### src/rtl/upd_pkg.sv
package upd_pkg;

  // Character codes
  localparam logic [7:0] CH_PLUS  = 8'h2B;
  localparam logic [7:0] CH_PCT   = 8'h25;
  localparam logic [7:0] CH_SPACE = 8'h20;
  localparam logic [7:0] CH_0     = 8'h30;
  localparam logic [7:0] CH_9     = 8'h39;
  localparam logic [7:0] CH_LA    = 8'h61;
  localparam logic [7:0] CH_LF    = 8'h66;
  localparam logic [7:0] CH_UA    = 8'h41;
  localparam logic [7:0] CH_UF    = 8'h46;
  localparam logic [7:0] HEX_TEN  = 8'd10;

  // Most decoded bytes one input byte can cause
  localparam int unsigned MAX_OUT = 3;

  typedef enum logic [1:0] {
    PH_IDLE = 2'd0,
    PH_PCT  = 2'd1,
    PH_DIG  = 2'd2
  } phase_t;

  typedef struct packed {
    logic [7:0] in_byte;
    logic       in_last;
  } in_item_t;

  typedef struct packed {
    logic [7:0] out_byte;
    logic       out_last;
  } out_item_t;

  // Bytes caused by one input beat, first byte in slot 0
  typedef struct packed {
    logic [1:0]               cnt;
    logic [MAX_OUT-1:0][7:0]  data;
    logic                     last;
  } grp_t;

  typedef struct packed {
    logic empty;
    logic full;
  } q_stat_t;

  typedef struct packed {
    logic ok;
    logic [3:0] val;
  } hex_t;

  function automatic hex_t hex_decode(input logic [7:0] c);
    hex_t h;
    logic [7:0] t;
    h = '0;
    t = '0;
    if (c >= CH_0 && c <= CH_9) begin
      t = c - CH_0;
      h.ok = 1'b1;
    end else if (c >= CH_LA && c <= CH_LF) begin
      t = c - CH_LA + HEX_TEN;
      h.ok = 1'b1;
    end else if (c >= CH_UA && c <= CH_UF) begin
      t = c - CH_UA + HEX_TEN;
      h.ok = 1'b1;
    end
    h.val = t[3:0];
    return h;
  endfunction

endpackage

### src/rtl/upd_front.sv
module upd_front (
  input  logic            clk,
  input  logic            rst_n,
  input  logic            push,
  input  upd_pkg::in_item_t in_data,
  input  upd_pkg::q_stat_t  q_stat,
  output logic            grp_push,
  output upd_pkg::grp_t   grp
);
  import upd_pkg::*;

  phase_t     phase_r, phase_nxt;
  logic [7:0] held_r, held_nxt;
  logic       accept;

  assign accept = push && !q_stat.full;

  always_comb begin
    hex_t       hb;
    hex_t       hh;
    logic [1:0] n;
    logic       do_fresh;
    logic [7:0] b;
    b         = in_data.in_byte;
    hb        = hex_decode(b);
    hh        = hex_decode(held_r);
    n         = '0;
    do_fresh  = 1'b0;
    grp       = '0;
    phase_nxt = phase_r;
    held_nxt  = held_r;

    unique case (phase_r)
      PH_PCT: begin
        if (hb.ok) begin
          held_nxt  = b;
          phase_nxt = PH_DIG;
        end else begin
          phase_nxt   = PH_IDLE;
          grp.data[n] = CH_PCT;
          n           = n + 2'd1;
          do_fresh    = 1'b1;
        end
      end
      PH_DIG: begin
        phase_nxt = PH_IDLE;
        if (hb.ok) begin
          grp.data[n] = {hh.val, hb.val};
          n           = n + 2'd1;
        end else begin
          grp.data[n] = CH_PCT;
          n           = n + 2'd1;
          grp.data[n] = held_r;
          n           = n + 2'd1;
          do_fresh    = 1'b1;
        end
      end
      default: begin
        phase_nxt = PH_IDLE;
        do_fresh  = 1'b1;
      end
    endcase

    if (do_fresh) begin
      if (b == CH_PLUS) begin
        grp.data[n] = CH_SPACE;
        n           = n + 2'd1;
      end else if (b == CH_PCT) begin
        phase_nxt = PH_PCT;
      end else begin
        grp.data[n] = b;
        n           = n + 2'd1;
      end
    end

    // flush whatever is still held at end of string
    if (in_data.in_last) begin
      if (phase_nxt == PH_PCT) begin
        grp.data[n] = CH_PCT;
        n           = n + 2'd1;
      end else if (phase_nxt == PH_DIG) begin
        grp.data[n] = CH_PCT;
        n           = n + 2'd1;
        grp.data[n] = held_nxt;
        n           = n + 2'd1;
      end
      phase_nxt = PH_IDLE;
      grp.last  = 1'b1;
    end

    grp.cnt = n;
  end

  assign grp_push = accept && (grp.cnt != 2'd0);

  always_ff @(posedge clk) begin
    if (!rst_n) begin
      phase_r <= PH_IDLE;
      held_r  <= '0;
    end else if (accept) begin
      phase_r <= phase_nxt;
      held_r  <= held_nxt;
    end
  end

endmodule

### src/rtl/upd_gq.sv
module upd_gq #(
  parameter int unsigned DEPTH = 4
) (
  input  logic            clk,
  input  logic            rst_n,
  input  logic            wr,
  input  upd_pkg::grp_t   wr_data,
  input  logic            rd,
  output upd_pkg::grp_t   rd_data,
  output upd_pkg::q_stat_t stat
);
  import upd_pkg::*;

  localparam int unsigned PW = $clog2(DEPTH);
  localparam int unsigned CW = $clog2(DEPTH + 1);

  grp_t          mem_r [DEPTH];
  logic [PW-1:0] wp_r, rp_r;
  logic [CW-1:0] cnt_r;
  logic          do_wr, do_rd;

  assign stat.empty = (cnt_r == '0);
  assign stat.full  = (cnt_r == CW'(DEPTH));
  assign do_wr      = wr && !stat.full;
  assign do_rd      = rd && !stat.empty;
  assign rd_data    = mem_r[rp_r];

  function automatic logic [PW-1:0] wrap_inc(input logic [PW-1:0] p);
    return (p == PW'(DEPTH - 1)) ? '0 : p + 1'b1;
  endfunction

  always_ff @(posedge clk) begin
    if (do_wr) begin
      mem_r[wp_r] <= wr_data;
    end
  end

  always_ff @(posedge clk) begin
    if (!rst_n) begin
      wp_r  <= '0;
      rp_r  <= '0;
      cnt_r <= '0;
    end else begin
      if (do_wr) begin
        wp_r <= wrap_inc(wp_r);
      end
      if (do_rd) begin
        rp_r <= wrap_inc(rp_r);
      end
      if (do_wr && !do_rd) begin
        cnt_r <= cnt_r + 1'b1;
      end else if (do_rd && !do_wr) begin
        cnt_r <= cnt_r - 1'b1;
      end
    end
  end

endmodule

### src/rtl/upd_back.sv
module upd_back (
  input  logic             clk,
  input  logic             rst_n,
  input  upd_pkg::grp_t    head,
  input  upd_pkg::q_stat_t q_stat,
  output logic             head_pop,
  output logic             out_empty,
  input  logic             pop,
  output upd_pkg::out_item_t out_data
);
  import upd_pkg::*;

  logic       ov_r;
  out_item_t  od_r;
  logic [1:0] idx_r;
  logic       load, at_end;

  assign at_end    = (idx_r == head.cnt - 2'd1);
  assign load      = !q_stat.empty && (!ov_r || pop);
  assign head_pop  = load && at_end;
  assign out_empty = !ov_r;
  assign out_data  = od_r;

  always_ff @(posedge clk) begin
    if (load) begin
      od_r.out_byte <= head.data[idx_r];
      od_r.out_last <= head.last && at_end;
    end
  end

  always_ff @(posedge clk) begin
    if (!rst_n) begin
      ov_r  <= 1'b0;
      idx_r <= '0;
    end else begin
      if (load) begin
        ov_r  <= 1'b1;
        idx_r <= at_end ? 2'd0 : idx_r + 2'd1;
      end else if (pop) begin
        ov_r <= 1'b0;
      end
    end
  end

endmodule

### src/rtl/url_percent_decoder_top.sv
// Channel   Direction  Handshake              Payload
// input     in         push / in_full         in_data   (in_byte, in_last)
// result    out        out_empty / pop        out_data  (out_byte, out_last)
//
// One input beat per cycle while the group queue is not full; a beat that
// yields k bytes (up to three) becomes k result beats, and the back-end
// serialiser sets the sustained rate of one result beat per cycle while pop is
// held. An input beat is registered in the group queue, then in the output
// register. Reset is synchronous, active low: clear the phase, the group queue
// and the output valid flag. in_full rises only when the group queue is
// full; stalls on pop back up through it, not blocking the front end till then.
module url_percent_decoder_top #(
  parameter int unsigned QDEPTH = 4
) (
  input  logic               clk,
  input  logic               rst_n,
  input  logic               push,
  output logic               in_full,
  input  upd_pkg::in_item_t  in_data,
  output logic               out_empty,
  input  logic               pop,
  output upd_pkg::out_item_t out_data
);
  import upd_pkg::*;

  grp_t    grp_w, head_w;
  logic    grp_push, head_pop;
  q_stat_t q_stat;

  // Front end: classify each byte, advance the pending state, build one group
  upd_front u_front (
    .clk      (clk),
    .rst_n    (rst_n),
    .push     (push),
    .in_data  (in_data),
    .q_stat   (q_stat),
    .grp_push (grp_push),
    .grp      (grp_w)
  );

  // Group queue: decouple the front end from output back-pressure
  upd_gq #(
    .DEPTH (QDEPTH)
  ) u_gq (
    .clk     (clk),
    .rst_n   (rst_n),
    .wr      (grp_push),
    .wr_data (grp_w),
    .rd      (head_pop),
    .rd_data (head_w),
    .stat    (q_stat)
  );

  // Back end: serialise each group into result beats, one per cycle while pop is held
  upd_back u_back (
    .clk       (clk),
    .rst_n     (rst_n),
    .head      (head_w),
    .q_stat    (q_stat),
    .head_pop  (head_pop),
    .out_empty (out_empty),
    .pop       (pop),
    .out_data  (out_data)
  );

  assign in_full = q_stat.full;

endmodule

### config.mk
export PLATFORM = sky130hd
export DESIGN_NAME = url_percent_decoder_top
export DESIGN_NICKNAME = d
export VERILOG_FILES = /design/src/rtl/upd_pkg.sv /design/src/rtl/upd_front.sv /design/src/rtl/upd_gq.sv /design/src/rtl/upd_back.sv /design/src/rtl/url_percent_decoder_top.sv
export SDC_FILE = /design/constraint.sdc
export NUM_CORES = 1
export LEC_CHECK = 0
export ABC_CLOCK_PERIOD_IN_PS = 4270
export BUFFER_PORTS_ARGS = -buffer_cell sky130_fd_sc_hd__buf_2
export CAP_MARGIN = 15
export CORE_AREA = 2 2 153 155
export DETAILED_ROUTE_END_ITERATION = 10
export DIE_AREA = 0 0 155 157
export PLACE_DENSITY_LB_ADDON = 0.25
export SYNTH_ARGS = -nofsm -noshare
export SYNTH_HDL_FRONTEND = slang
export SYNTH_SLANG_ARGS = --single-unit
export TNS_END_PERCENT = 5
### constraint.sdc
create_clock -name clk -period 4.27 [get_ports clk]
set_clock_uncertainty 0.15 [all_clocks]
set_input_delay 0.2135 -clock clk [delete_from_list [all_inputs] [get_ports clk]]
set_output_delay 0.2135 -clock clk [all_outputs]
set_load 0.01 [all_outputs]
Word level (Yosys, flattened, before mapping)

Memories as Yosys holds them, arrays and structs flattened. A register that Yosys moved wholly into a read port is not among the register bits.
Cells that the tools add are included.

$add $sub $neg: 19
$lt $le $gt $ge: 19
Equality and inequality tests: 10
Multiplexer cells: 60
Bitwise logic cells: 6
Reduce and logical (&&, ||, !) cells: 29

Operators with widths:

| cell                  | count |
|---|---|
| $mux W24              | 5 |
| $mux W8               | 9 |
| $bwmux W24            | 2 |
| $demux W8 S2          | 3 |
| $mux W2               | 18 |
| $ge A8 B7 Y1 const B  | 4 |
| $le A8 B7 Y1 const B  | 4 |
| $mux W25              | 1 |
| $mux W4               | 6 |
| $sub A4 B1 Y4 const B | 6 |
| $and A14 B21 Y21      | 1 |
| $not A21 Y21          | 1 |
| $logic_and A1 B1 Y1   | 18 |
| $add A4 B4 Y4 const B | 4 |
| $bmux W8 S2           | 1 |
| $eq A8 B6 Y1 const B  | 2 |
| $ge A8 B6 Y1 const B  | 2 |
| $le A8 B6 Y1 const B  | 2 |
| $pmux W8 S2           | 1 |
| $and A15 B15 Y15      | 1 |
| $not A15 Y15          | 1 |
| $add A2 B1 Y2 const B | 6 |
| $lt A2 B3 Y1 const B  | 4 |
| $mux W1               | 10 |
| other kinds (18)      | 31 |

Register bits after elaboration: 29
Memory bits (writable): 108
Input bits: 13
Logic and storage cells: 153
Memories kept: 1

Memories:

| memory     | words | bits a word | rd ports | clocked after Yosys merged registers in | write ports | RTL line     | text |
|---|---|---|---|---|---|---|---|
| u_gq.mem_r | 4     | 27          | 1        | 1                                       | 1           | upd_gq.sv:17 | `grp_t mem_r [DEPTH];` |

Logic depth before layout (Yosys ltp)

Gate-level depths: netlist of the first run.

Word-level depth: 23
Gate-level depth with buffers: 25
Depth with buffers taken out: 22

By module

From an unflattened synthesis of the first run, not the netlist that was laid out.

Cells, all modules: 502
Area, all modules: 6,867.8 um^2

By module, submodules not included:

| module    | instances | cells each | area each (um^2) |
|---|---|---|---|
| upd_gq    | 1         | 192        | 4,424.2 |
| upd_front | 1         | 247        | 1,801.7 |
| upd_back  | 1         | 63         | 641.9 |

Worst setup path after synthesis of the first run

Ideal clock, no wire load.

Path type: in2reg
Start: input in_data[1] (netlist bit)
End: register u_gq.cnt_r[2]
Data arrival time: 4.318 ns
Required time: 4.044 ns
Slack: -0.273 ns
Stages: 25
Buffers on the path: 3
Cells stage by stage: clkbuf_1 inv_1 ha_1 or3b_1 and3_1 buf_6 nor2_2 nand2_1 ha_1 nand2_1 nand2_1 nand2_1 ha_1 nand3b_1 mux2i_1 nor3_2 o31a_1 o21ba_1 buf_6 ha_1 inv_1 fa_1 xor2_1 or3_1 a21boi_0

RTL lines:

| item                   | RTL line                      | text |
|---|---|---|
| start: declaration     | url_percent_decoder_top.sv:19 | `input upd_pkg::in_item_t in_data,` |
| end signal: assignment | upd_gq.sv:51                  | `cnt_r <= cnt_r + 1'b1;` |
| end signal: assignment | upd_gq.sv:53                  | `cnt_r <= cnt_r - 1'b1;` |
| end: declaration       | upd_gq.sv:19                  | `logic [CW-1:0] cnt_r;` |

==> flow_summary.ini, run 1 <==
[routing]
drt-total-wl_mm = 16.1
viasPerCell = 5.10
drc_errors = 0
vias = 4316
firstDrtPassIters = 4
ant_nets = 0
drtIter0Drc = 352
wl_per_cell_um = 19.1

[floorplanning]
coreArea_um2 = 22500
die_x_um = 155
initial_core_util = 0.297
ios = 24
die_y_um = 157
die_area_um2 = 24300
row_count = 55

[sta]
min_period_ns = 3.88
hold_violations = 0
drv_slew = 0
maxSlewHeadroom = 0.477
post-route-period-util = 0.910
worst_pin_slew_ns = 0.778
setup_violations = 0
rsz0062_at_grt = false
max_freq_mhz = 257
hold_ws_ns = 0.0720
fin_setup_tns_ns = 0

[yosys]
synth_flop_cell = edfxtp_1
ys_types = 64
synthTopCellsByArea = edfxtp_1 53%, mux4_2 9.1%, dfxtp_1 6.6%
synthMostInstantiatedCell = edfxtp_1
synth-edff-count = 117
synth_top_area_frac = 0.526
syn-cell-area_um2 = 6680
syn_inst = 495
async_flop_share = 0
synth_common_cells = 117 x edfxtp_1, 36 x nand2_1, 30 x inv_1, 27 x mux4_2, 26 x a21oi_1
avgSynthCellArea_um2 = 13.5
syn-num-nets = 530
seq_area_frac_synth = 0.592
yosys.area.top_type = edfxtp_1
ys.warnings.count = 0
ys_seq_elements = 139

[power]
power.internal_mw = 3.10
ir_drop_mv = 0.192
power.total_mw = 4.23
leakagePower_nw = 2.88
p_sw_frac = 0.267
power_density_nw_per_um2 = 527
combPwrFrac = 0.225
p_seq_frac = 0.413
p_clk_frac = 0.362
p_sw_mw = 1.13

[hold_path]
min_path_type = in -> reg
holdPathStages = 3

[grt]
grt_max_degree = 28
overflow = 0
met2_usage = 0.218
grtUsageMet1 = 0.191
gr-usage-all-layers = 0.139
grt_pass1_vias = 4278
met3_usage = 0.0300
grt_busiest_layer = met2
grt_first_pass_wirelength_mm = 25.2
antenna_found_initial = 0

[clock_tree]
cts_buffers = 17
clockBufferDepth = 2
path_clk_slew_ns = 0.06
clock_latency_ns = 0.40
h-tree-depth = 4
cts_sinks = 139
postCtsSetupBuffers = 0
cts_tree = done
cts_root_buf = clkbuf_16

[critical_path]
path_cells = inv_1 > ha_1 > inv_1 > nor3_2 > a21oi_2 > ha_4 > nand2_2 > nand2_1 > nand2_2 > ha_4 > nand3b_1 > mux2i_1 > nor3_2 > o31a_1 > o21ba_1 > ha_2 > inv_1 > fa_1 > xor2_1 > or3_1 > a21boi_1
critPathMostFrequentCell = inv_1
crit_type = reg -> reg
cpMaxStageDelayCell = fa_1
critPathLaunchType = flop
ff2ff_path_depth = 21
endpoint_kind = flop
cp.required_ns = 4.46
critical_path.max_fanout = 6
crit_arrival_ns = 4.07
cpPeakStageDelay_ns = 0.43

[cells_and_area]
syn_to_final_growth_pct = 20.2
fin_nets = 584
post-route-util = 0.357
num_antenna_cells = 0
drive_gt1_frac = 0.244

[place]
dp_hpwl_mm = 11.4
port_buffers = 23
finalWeightedCongestion = 0.933

[run_status]
status = finished, final reports clean

[job]
maxCapViolations = 0
## timing repair
| item | CTS | global route |
|---|---|---|
| hold buffers | 1 | 0 |
| endpoints found under the hold margin | 1 | 0 |
| resized for setup | 0 | 0 |
| setup endpoints to repair | 0 | 0 |
## layout make-up
class                      count  area, um^2
sequential                   139        3960
tap                          285         357
multi-input combinational    301        2550
inverter                      30         113
timing repair buffer          60         433
clock inverter                13         194
fill                        2128       14500
clock buffer                  18         429
## power groups by stage
stage	clock network (mW)	registers, mW	logic (mW)
2_1_floorplan	0	1.79	0.640
3_3_place_gp	0	1.77	0.960
3_5_place_dp	0	1.78	0.973
4_1_cts	1.57	1.75	0.974
5_1_grt	1.63	1.77	1.06
6_report	1.53	1.75	0.951
## logic make-up after synthesis
family | Yosys count | share of synthesized area
muxes | 48 | 0.123
and+or+nand+nor | 117 | 0.0935
buffers and inverters | 55 | 0.0345
DFF | 139 | 0.592
adders and majority gates | 22 | 0.0423
xor gates and xnor gates | 6 | 0.00787
AOI/OAI and AO/OA | 108 | 0.107
## state kept, by name (all words and copies together), names as in the netlist, named ones only
name             count
u_front.held_r       8
u_gq.cnt_r           3
u_gq.rp_r            2
u_front.phase_r      2
u_gq.wp_r            2
u_back.ov_r          1
u_gq.mem_r         108
u_back.idx_r         2
u_back.out_data      9
## worst max-delay path: cells and delay by family (launching register included)
kind / cells / cell delay [ns]
xor gates and xnor gates: 1 / 0.18
DFF: 1 / 0.35
muxes: 1 / 0.09
AOI/OAI and AO/OA: 4 / 0.67
adders and majority gates: 5 / 1.24
and+or+nand+nor: 7 / 0.85
buffers and inverters: 3 / 0.28
## stage by stage
| stage | setup slack, ns | instance area (um^2) | cells |
|---|---|---|---|
| finish | 0.386 | 8030 | 846 |
| global route | 0.107 | 8030 | 846 |
| CTS | 0.397 | 8030 | 846 |
| detailed placement | -0.00728 | 7390 | 814 |
| global placement | 0.116 | 7390 | 814 |
| floorplan | 0.0111 | 6740 | 495 |
## layout by cell type (no fill, tap or decap), types with 11 or more instances in the layout
cell         n
clkbuf_16   17
inv_1       30
buf_4       33
o21ai_0     20
mux4_2      27
buf_2       23
ha_1        18
nand2_1     33
edfxtp_1   117
a21oi_1     25
nor2b_1     12
mux2i_1     21
nor2_1      14
dfxtp_1     21
o22ai_1     11
## per-layer routing
| layer | part of all wire | up-vias | wire [um] |
|---|---|---|---|
| li1 | - | 1996 | - |
| met1 | 0.48 | 2200 | 7740 |
| met2 | 0.47 | 105 | 7620 |
| met3 | 0.033 | 15 | 529 |
| met4 | 0.016 | 0 | 258 |
| met5 | 0 | - | 0 |
## worst paths after layout
kind / start / end / slack [ns]
max: u_front.phase_r[1] / u_gq.cnt_r[2] / 0.39
max reg2reg: u_front.phase_r[1] / u_gq.cnt_r[2] / 0.39
min: rst_n / u_front.held_r[7] / 0.07
min reg2reg: u_back.ov_r / u_back.ov_r / 0.33
Power figures use the tool's default switching activity.
==> inputs of run 2 (changes only) <==
--- a/config.mk
+++ b/config.mk
@@ -12,6 +12,8 @@
 export DETAILED_ROUTE_END_ITERATION = 10
 export DIE_AREA = 0 0 155 157
 export PLACE_DENSITY_LB_ADDON = 0.25
+export REMOVE_ABC_BUFFERS = 1
+export SLEW_MARGIN = 20
 export SYNTH_ARGS = -nofsm -noshare
 export SYNTH_HDL_FRONTEND = slang
 export SYNTH_SLANG_ARGS = --single-unit
==> constraint.sdc (replaced) <==
create_clock -name clk -period 4.27 [get_ports clk]
set_clock_uncertainty 0.15 [all_clocks]
set_input_delay 0.6405 -clock clk [delete_from_list [all_inputs] [get_ports clk]]
set_output_delay 0.6405 -clock clk [all_outputs]
set_load 0.01 [all_outputs]
==> run 2 against run 1 <==
Design area is 3.1% higher. Worst hold slack better by 0.26 ns. First-iteration DRC count is 14% higher.
==> flow_summary.ini, run 2 (synthesis results as in run 1) <==
[hold_path]
holdPathStages = 2
min_path_type = reg -> reg
whs_endpoint = u_front.held_r[7]
hp-start = u_front.held_r[7]

[clock_tree]
cts_buffers = 17
clockBufferDepth = 2
h-tree-depth = 4
cts_sinks = 139
path_clk_slew_ns = 0.06
clock_latency_ns = 0.41
cts_root_buf = clkbuf_16
cts_tree = done

[critical_path]
ff2ff_path_depth = 21
crit_type = in -> reg
crit_arrival_ns = 4.46
reg2reg_from = u_front.phase_r[1]
cp.required_ns = 4.46
worstSetupStartpoint = in_data[2]
critPathLaunchType = input port
critical_path.max_fanout = 3
worstReg2RegEnd = u_gq.cnt_r[2]
endpoint_kind = flop
ff2ff_setup_slack_ns = 0.39

[floorplanning]
initial_core_util = 0.297
die_y_um = 157
row_count = 55
coreArea_um2 = 22500
die_x_um = 155
die_area_um2 = 24300
ios = 24

[cells_and_area]
drive_gt1_frac = 0.288
mostFrequentLayoutCell = edfxtp_1
largest_register_ffs = 108
regMostFlops = u_gq.mem_r
fillers = 2110
syn_to_final_growth_pct = 23.9
final_cell_mix = 117 x edfxtp_1, 58 x buf_4, 33 x nand2_1
post-route-util = 0.368
fin_nets = 609
num_antenna_cells = 0

[routing]
drtIter0Drc = 401
vias = 4382
ant_nets = 0
viasPerCell = 5.03
drt-total-wl_mm = 16.1
firstDrtPassIters = 5
wl_per_cell_um = 18.5
drc_errors = 0

[power]
leakagePower_nw = 3.00
power_density_nw_per_um2 = 514
ir_drop_mv = 0.223

[sta]
setup_ws_ns = 0.00627
worst_pin_slew_ns = 1.02
max_freq_mhz = 235
setup_violations = 0
post-route-period-util = 0.999
drv_slew = 0
hold_violations = 0
rsz0062_at_grt = true
min_period_ns = 4.26
maxSlewHeadroom = 0.317

[grt]
grt_first_pass_wirelength_mm = 25.1
grt_max_degree = 28
antenna_found_initial = 0
grt_pass1_vias = 4380
gr-usage-all-layers = 0.137
overflow = 0

[place]
finalWeightedCongestion = 0.877
dp_slack_ns = -0.663
dp_hpwl_mm = 11.2
port_buffers = 23

[job]
maxCapViolations = 0

[run_status]
status = finished, final reports clean
[run 2: cell count changes in the layout (fill, tap and decap cells not counted), moves of 2 or more]
cell | before | now
buf_2 | 23 | 21
buf_4 | 33 | 58
clkinv_1 | 0 | 4
clkinv_4 | 3 | 0
clkinvlp_4 | 4 | 2
ha_4 | 2 | 4
inv_1 | 30 | 27
[run 2: where the power goes]
group | internal (mW) | switching, mW
sequential | 1.69 | 0.0613
combinational | 0.470 | 0.524
clock | 0.968 | 0.539
[run 2: timing repair]
| action | in CTS | in global routing |
|---|---|---|
| pin swaps | 3 | 13 |
| gates resized for setup | 7 | 29 |
| endpoints found under the hold margin | 0 | 0 |
| setup buffers | 0 | 3 |
| hold buffers | 0 | 0 |
| setup endpoints to repair | 1 | 51 |
[run 2: cell type report]
cell class	instances	area, um^2	area share
clock buffers	18	429	0.0519
clock inverters	13	173	0.0209
inverters	30	123	0.0148
multi-input cells	301	2590	0.313
well taps	285	357	0.0431
flip-flops and latches	139	3960	0.478
repair buffers	85	647	0.0782
[run 2: how the worst max path moves through the flow]
stage | endpoint | slack [ns] | cells past startpoint
after global routing | u_gq.cnt_r[2] | -0.18 | 23
final | u_gq.cnt_r[2] | 0.006 | 23
after global placement | u_gq.cnt_r[2] | -0.48 | 23
after floorplan | u_gq.cnt_r[2] | -0.62 | 22
after CTS | u_gq.cnt_r[2] | 0.006 | 23
after detailed placement | u_gq.cnt_r[2] | -0.66 | 23
[run 2: through the flow]
stage / std cells / power [mW] / cell area (um^2) / setup TNS, ns / hold WS (ns)
after floorplan: 470 / 2.40 / 6560 / -42.36 / 0.281
after global placement: 837 / 2.74 / 7530 / -17.95 / 0.305
after detailed placement: 837 / 2.77 / 7530 / -28.95 / 0.316
after CTS: 868 / 4.28 / 8150 / 0 / 0.325
after global routing: 871 / 4.47 / 8280 / -0.737 / 0.340
final: 871 / 4.25 / 8280 / 0 / 0.328
[run 2: routing by layer]
layer | wire length [um] | global-route usage
met5 | 0 | 0
met4 | 298 | 0.0445
met3 | 633 | 0.0289
met2 | 7920 | 0.231
met1 | 7220 | 0.177
[run 2: critical path, stage by stage]
cell      delay, ns
buf_8          0.11
inv_8          0.05
ha_4           0.13
or3b_4         0.38
and3_4         0.20
nor3_4         0.18
a21oi_2        0.06
ha_1           0.32
nand2_2        0.07
nand2_2        0.09
nand2_4        0.06
ha_4           0.16
nand3b_1       0.17
mux2i_2        0.23
nor3_2         0.07
o31a_1         0.32
o21ba_4        0.22
ha_4           0.15
inv_2          0.04
fa_2           0.18
xor2_1         0.06
or3_1          0.37
a21boi_1       0.16
